==> src/hw/rtl/lvbb_pkg.sv <==
// lvbb_pkg: shared types and constants of the label volume bounding box block
// used by lvbb_ctrl, lvbb_dp, the top level and the checker; depends on nothing

package lvbb_pkg;

   localparam int CFG_W     = 11;
   localparam int MAXLBL_W  = 8;
   localparam int KIND_W    = 2;
   localparam int LABEL_W   = 16;
   localparam int COUNT_W   = 31;
   localparam int COORD_W   = 10;
   localparam int CSR_IDX_W = 2;

   localparam logic [CFG_W-1:0]    DIM_RESET       = 11'd1024;
   localparam logic [MAXLBL_W-1:0] MAX_LABEL_RESET = 8'd255;
   localparam logic [COUNT_W-1:0]  COUNT_MAX       = {COUNT_W{1'b1}};

   localparam logic [KIND_W-1:0] KIND_VOXEL = 2'd0;
   localparam logic [KIND_W-1:0] KIND_READ  = 2'd1;
   localparam logic [KIND_W-1:0] KIND_CLEAR = 2'd2;

   typedef enum logic [CSR_IDX_W-1:0] {
      REG_DIM_X     = 2'd0,
      REG_DIM_Y     = 2'd1,
      REG_DIM_Z     = 2'd2,
      REG_MAX_LABEL = 2'd3
   } reg_index_type;

   typedef enum logic {
      ST_SWEEP = 1'b0,
      ST_RUN   = 1'b1
   } ctrl_state_type;

   typedef struct packed {
      logic accept;
      logic s2_adv;
      logic clear_start;
      logic sweep_we;
   } ctrl_cmd_type;

   typedef struct packed {
      logic s2_read;
      logic rsp_valid;
   } dp_status_type;

endpackage

==> src/hw/rtl/lvbb_ctrl.sv <==
// lvbb_ctrl: controller of the label volume bounding box block
// handshake decisions, clearing sweep state machine; uses lvbb_pkg

module lvbb_ctrl #(
   parameter int NUM_LABELS = 256
) (
   input  logic                                clock,
   input  logic                                reset,
   input  logic                                req_valid,
   input  logic [lvbb_pkg::KIND_W-1:0]         req_kind,
   input  logic                                rsp_stall,
   input  lvbb_pkg::dp_status_type             status,
   output logic                                req_stall,
   output lvbb_pkg::ctrl_cmd_type              cmd,
   output logic [$clog2(NUM_LABELS)-1:0]       sweep_addr
);

   localparam int LW = $clog2(NUM_LABELS);
   localparam logic [LW-1:0] LAST_ADDR = LW'(NUM_LABELS - 1);

   lvbb_pkg::ctrl_state_type state_ff, state_in;
   logic [LW-1:0]            sweep_ff, sweep_in;
   logic                     s2_block;

   assign s2_block   = status.s2_read && status.rsp_valid && rsp_stall;
   assign sweep_addr = sweep_ff;

   // outputs
   always_comb begin
      req_stall       = (state_ff != lvbb_pkg::ST_RUN) || s2_block;
      cmd.accept      = req_valid && !req_stall;
      cmd.s2_adv      = !s2_block;
      cmd.clear_start = cmd.accept && (req_kind == lvbb_pkg::KIND_CLEAR);
      cmd.sweep_we    = (state_ff == lvbb_pkg::ST_SWEEP);
   end

   // next state
   always_comb begin
      state_in = state_ff;
      sweep_in = sweep_ff;
      unique case (state_ff)
         lvbb_pkg::ST_SWEEP: begin
            sweep_in = sweep_ff + 1'b1;
            if (sweep_ff == LAST_ADDR) begin
               state_in = lvbb_pkg::ST_RUN;
               sweep_in = '0;
            end
         end
         lvbb_pkg::ST_RUN: begin
            if (cmd.clear_start) begin
               state_in = lvbb_pkg::ST_SWEEP;
               sweep_in = '0;
            end
         end
         default: begin
            state_in = lvbb_pkg::ST_SWEEP;
            sweep_in = '0;
         end
      endcase
   end

   always_ff @(posedge clock) begin
      if (reset) begin
         state_ff <= lvbb_pkg::ST_SWEEP;
         sweep_ff <= '0;
      end else begin
         state_ff <= state_in;
         sweep_ff <= sweep_in;
      end
   end

endmodule

==> config.mk <==
export PLATFORM = sky130hd
export DESIGN_NAME = lvbb_ctrl
export DESIGN_NICKNAME = d
export VERILOG_FILES = /design/src/hw/rtl/lvbb_pkg.sv /design/src/hw/rtl/lvbb_ctrl.sv
export SDC_FILE = /design/constraint.sdc
export NUM_CORES = 1
export LEC_CHECK = 0
export BUFFER_PORTS_ARGS = -buffer_cell sky130_fd_sc_hd__buf_4
export CAP_MARGIN = 0
export CORE_ASPECT_RATIO = 1.25
export CORE_UTILIZATION = 26
export DETAILED_ROUTE_END_ITERATION = 16
export PLACE_DENSITY = 0.5
export RECOVER_POWER = 25
export SLEW_MARGIN = 20
export SYNTH_ARGS = -nofsm -noshare
export SYNTH_HDL_FRONTEND = slang
export SYNTH_SLANG_ARGS = --single-unit
==> constraint.sdc <==
create_clock -name clock -period 1.81 [get_ports clock]
set_clock_uncertainty 0.15 [all_clocks]
set_input_delay 0.181 -clock clock [delete_from_list [all_inputs] [get_ports clock]]
set_output_delay 0.181 -clock clock [all_outputs]
set_load 0.02 [all_outputs]
== Yosys cells after proc, flatten, opt, wreduce, memory -nomap -nowiden ==
Cells that the tools add are included.

* Output and inout bits: 13
* Bits of input ports: 8
* Word-level logic and storage cells: 20
* Flip-flop bits (word level): 9

* Reductions and logical operators: 7
* Bitwise gates (word level): 1
* Eq/ne operators: 3
* Add/sub/neg operators: 1
* Multiplexer cells: 6

{| class="wikitable"
|+ Operators with widths
! operator !! number
|-
| 2-to-1 mux 8 bit || 2
|-
| one-hot mux 8 bit (2 select lines) || 1
|-
| adder 8 x 1 -> 8 bit, second input constant || 1
|-
| == test 8 bit, second input constant || 1
|-
| logical AND 1 bit || 4
|-
| == test 2 bit, second input constant || 1
|-
| logical NOT 1 bit || 2
|-
| 2-to-1 mux 1 bit || 2
|-
| != test 2 bit, second input constant || 1
|-
| one-hot mux 1 bit (2 select lines) || 1
|-
| logical OR 1 bit || 1
|-
| inverter 1 bit || 1
|}

== Logic depth before layout (Yosys ltp) ==
* Word-level depth: 8
* Mapped depth: 4

== Least setup slack after synthesis ==
No wires, ideal clock.

* Path kind: register -> register
* Start point: register sweep_ff[2], in the netlist sweep_addr[2]
* End point: register sweep_ff[5], in the netlist sweep_addr[5]
* Arrival time: 1.363 ns
* Path buffers: 1
* Cell stages (with the launch flop): 5
* Slack: 0.211 ns
* Setup time: 0.086 ns
* Clock period less this slack: 1.599 ns
* Required time: 1.574 ns
* Cell sequence: dfxtp_1 buf_4 nand3_1 or4_4 a221oi_2

* Longest elaborated chain between the ends: 3
* Elaborated cells on any way between the ends: 4

{| class="wikitable"
|+ RTL lines
! what !! line !! text
|-
| from (decl) || lvbb_ctrl.sv:22 || <nowiki>logic [LW-1:0] sweep_ff, sweep_in;</nowiki>
|-
| from (signal assigned) || lvbb_ctrl.sv:68 || <nowiki>sweep_ff <= sweep_in;</nowiki>
|-
| adder 8 x 1 -> 8 bit / == test 8 bit (equally long branches) || lvbb_ctrl.sv:43, lvbb_ctrl.sv:44 ||
|-
| 2-to-1 mux 8 bit * || lvbb_ctrl.sv:44 || <nowiki>if (sweep_ff == LAST_ADDR) begin</nowiki>
|-
| one-hot mux 8 bit (2 select lines) * || lvbb_ctrl.sv:41 || <nowiki>unique case (state_ff)</nowiki>
|}

Mark *: on every way between the ends. The rest lies on a longest branch, timed or not.
A chain may end at the register's enable or synchronous reset.

==> summary.txt <==
Flow run
  – # Max-Cap Violations: 0

Final layout
  – Final #Nets: between 90 and 100
  – Sequential Area: approximately 180 um2
  – Fillers: 205
  – Area of the multi-input gates: 287 um2
  – Area grow syn2layout: 40.5%
  – Antenna diode count: 0
  – Share of post-route cells with drive strength above 1: 0.306
  – Finished Layout Cells: 104

Global routing
  – Total Routing Usage GR: 0.149
  – Global route overflow: 0
  – First-pass GRT wire length: around 2100 um
  – Largest net degree at the start of global routing: 9
  – Antenna violations before repair: 0
  – Vias in the first global route: 517

Clock network
  – CTS tree: built
  – Clk root buf: clkbuf_4
  – CTS clk-pin slew, worst paths: 0.06 ns
  – Clk_lat worst skew: approximately 0.26 ns
  – H-tree levels: 1
  – Post CTS Setup Buffer Count: 0
  – Max Root-Sink Buffers: 2
  – CTS Sinks: 9
  – CTS buffer count: 3
  – Post_cts resized: 0

Drt
  – Total wire length: 1420 um
  – Residual DRC: 0
  – Pre-Repair DR Iteration Count: 4
  – Routed Antenna Nets: 0
  – Routed vias/inst: 5.37
  – First-iteration detailed-routing DRC count: 14
  – WL/cell: 13.6 um
  – Routed vias: 558

Place
  – IO Port Bufs: 20
  – Dpl hpwl: 1030 um
  – Post-Place Worst Slack: 0.144 ns
  – Placer Congestion: between 0.7 and 0.8
  – Dpl cells: approximately 100

Floorplanning
  – Num ports: 21
  – DIE AREA: about 2100 um2
  – Row Count: 17
  – Chip height: between 50 and 60 um
  – Core ar.: roughly 1800 um2
  – Initial Util: 0.279
  – Die Wd: 41.1 um

Logic synthesis
  – Sequential area share after synthesis: 0.362
  – Yosys reg bits: 9
  – Synthesized cell area: between 400 and 500 um2
  – Average size of a mapped cell: around 8.4 um2
  – Synth area leaders: dfxtp_1 36%, o21ai_0 6.0%, o221ai_1 5.3%
  – Leading area contributor after synthesis: dfxtp_1
  – Synth warn: 0
  – Gate Count Post-Synth: 59
  – Syn Nets: 68
  – Top cell type's share of synthesized area: 0.362
  – Synth cell types: 31

Worst setup path
  – Reg2reg start: sweep_addr[0]$_SDFFE_PP0P_
  – R2r setup slk: 0.13 ns
  – WS Path Type: in -> reg
  – Reg2reg end: sweep_addr[7]$_SDFFE_PP0P_
  – Worst setup path end: sweep_addr[7]$_SDFFE_PP0P_
  – CP required: around 1.9 ns
  – FF-to-FF path depth: 4
  – Startpoint Class: input pin
  – Worst setup path start: reset
  – Critical path capture point type: flop
  – Worst path arrival time: 1.73 ns
  – Crit-path max FO: 7

Timing
  – Worst hold slack: approximately 0.31 ns
  – Crit share post-route: 0.936
  – RSZ-0062 raised after global routing: no
  – Slew Limit Fails: 0
  – Final setup vio count: 0
  – Min cycle time layout: approximately 1.7 ns
  – Setup WS post-layout: 0.115 ns
  – TNS Setup: 0 ns
  – Slew @ Worst Pin: between 0.3 and 0.4 ns
  – Fmax: 590 MHz
  – Relative slew slack: 0.756
  – Final hold vios: 0

Pwr
  – LEAKAGE: between 0.2 and 0.3 nW
  – Max VDD drop: slightly above 0.3 mV
  – Pwr Density: 603 nW/um2
  – Pwr Total: around 420 uW

Hold path
  – Hold Path Class: in -> reg

Outcome
  – Status: completed
-- cell families (layout without fill, tap and decap cells) --
logic type	Yosys count	in the layout	share of synthesized area
AND/OR/NAND/NOR	23	23	0.276
AO/OA/AOI/OAI	18	18	0.254
flip-flops	9	9	0.362
buffers and inverters	7	33	0.0628
adder cells (fa/ha/maj)	1	1	0.0251
multiplexers	1	1	0.0201
-- area by class of cell --
class | instances | share of cell area
Inverter | 5 | 0.0268
Tap cell | 19 | 0.0340
Sequential cell | 9 | 0.258
Multi-Input combinational cell | 43 | 0.410
Clock buffer | 4 | 0.0376
Timing Repair Buffer | 24 | 0.234
-- critical path, stage by stage --
cell	delay, ns
dlygate4sd3_1	0.53
buf_4	0.16
or2_2	0.31
or4_1	0.47
o221ai_1	0.08
-- synthesized netlist by cell type --
| master | count |
|---|---|
| and4b_1 | 1 |
| o21ai_0 | 6 |
| nor2_1 | 1 |
| nand4b_1 | 1 |
| a311oi_1 | 1 |
| or4_4 | 1 |
| inv_2 | 1 |
| nand3_1 | 3 |
| a21oi_1 | 2 |
| a31oi_1 | 1 |
| ha_1 | 1 |
| a221oi_2 | 1 |
| and3_1 | 2 |
| nand2_1 | 6 |
| dfxtp_1 | 9 |
| o21bai_1 | 1 |
| o211ai_1 | 1 |
| o21a_1 | 1 |
| a211oi_1 | 1 |
| or2_2 | 1 |
| mux2i_1 | 1 |
| inv_1 | 4 |
| or3_1 | 1 |
| nor2b_1 | 1 |
| nand4_1 | 2 |
| nor3b_1 | 1 |
| buf_2 | 1 |
| o221ai_1 | 3 |
| or4_1 | 1 |
| buf_4 | 1 |
| or3_2 | 1 |
-- layer usage --
metal / global-route usage / share of wire / vias to the layer above
li1: - / - / 279
met1: 0.170 / 0.43 / 254
met2: 0.234 / 0.49 / 21
met3: 0.0261 / 0.056 / 4
met4: 0.102 / 0.020 / 0
met5: 0 / 0 / -
-- stage by stage --
stage / utilization / area (um2)
after CTS: 0.402 / 718
after floorplan: - / 498
after detailed placement: 0.382 / 682
after global routing: 0.391 / 699
final: 0.391 / 699
after global placement: 0.382 / 682
-- what timing repair did --
action,in CTS,in global routing
endpoints found under the setup margin,0,0
hold buffers,1,0
hold endpoints to repair,3,0
-- sequential cells by signal (all words and copies together), names as in the netlist --
signal and flops:
sweep_addr 8, state_ff 1
-- worst min path at each step --
stage / startpoint / endpoint / slack (ns) / cells past startpoint
4_1_cts: req_kind[0] / sweep_addr[1]$_SDFFE_PP0P_ / 0.30 / 4
3_5_place_dp: reset / sweep_addr[5]$_SDFFE_PP0P_ / 0.27 / 2
5_1_grt: req_kind[0] / sweep_addr[1]$_SDFFE_PP0P_ / 0.32 / 4
3_3_place_gp: reset / sweep_addr[1]$_SDFFE_PP0P_ / 0.26 / 2
2_1_floorplan: reset / sweep_addr[5]$_SDFFE_PP0P_ / 0.1 / 1
6_report: req_kind[0] / state_ff$_SDFF_PP0_ / 0.31 / 4
-- report_power, final --
group / total (mW) / internal [mW] / switching, mW / leakage, nW
logic: 0.0518 / 0.0243 / 0.0275 / 0.184
clock network: 0.159 / 0.0852 / 0.0743 / 0.0150
registers: 0.210 / 0.204 / 0.00652 / 0.0731
total: 0.421 / 0.313 / 0.108 / 0.272
-- placed cells by master, fill, tap and decap left out, drive strengths merged --
| cell | count |
|---|---|
| nand4 | 2 |
| a21oi | 2 |
| clkbuf | 9 |
| a311oi | 1 |
| nand4b | 1 |
| inv | 5 |
| o211ai | 1 |
| a211oi | 1 |
| and3 | 2 |
| a31oi | 1 |
| o21a | 1 |
| buf | 18 |
| nand2 | 6 |
| or4 | 2 |
| or2 | 1 |
| nor2b | 1 |
| nor2 | 1 |
| dlygate4sd3 | 1 |
| dfxtp | 9 |
| nor3b | 1 |
| a221oi | 1 |
| o21bai | 1 |
| ha | 1 |
| mux2i | 1 |
| nand3 | 3 |
| or3 | 2 |
| and4b | 1 |
| o221ai | 3 |
| o21ai | 6 |
No activity file was read; power rests on OpenSTA's default activity.
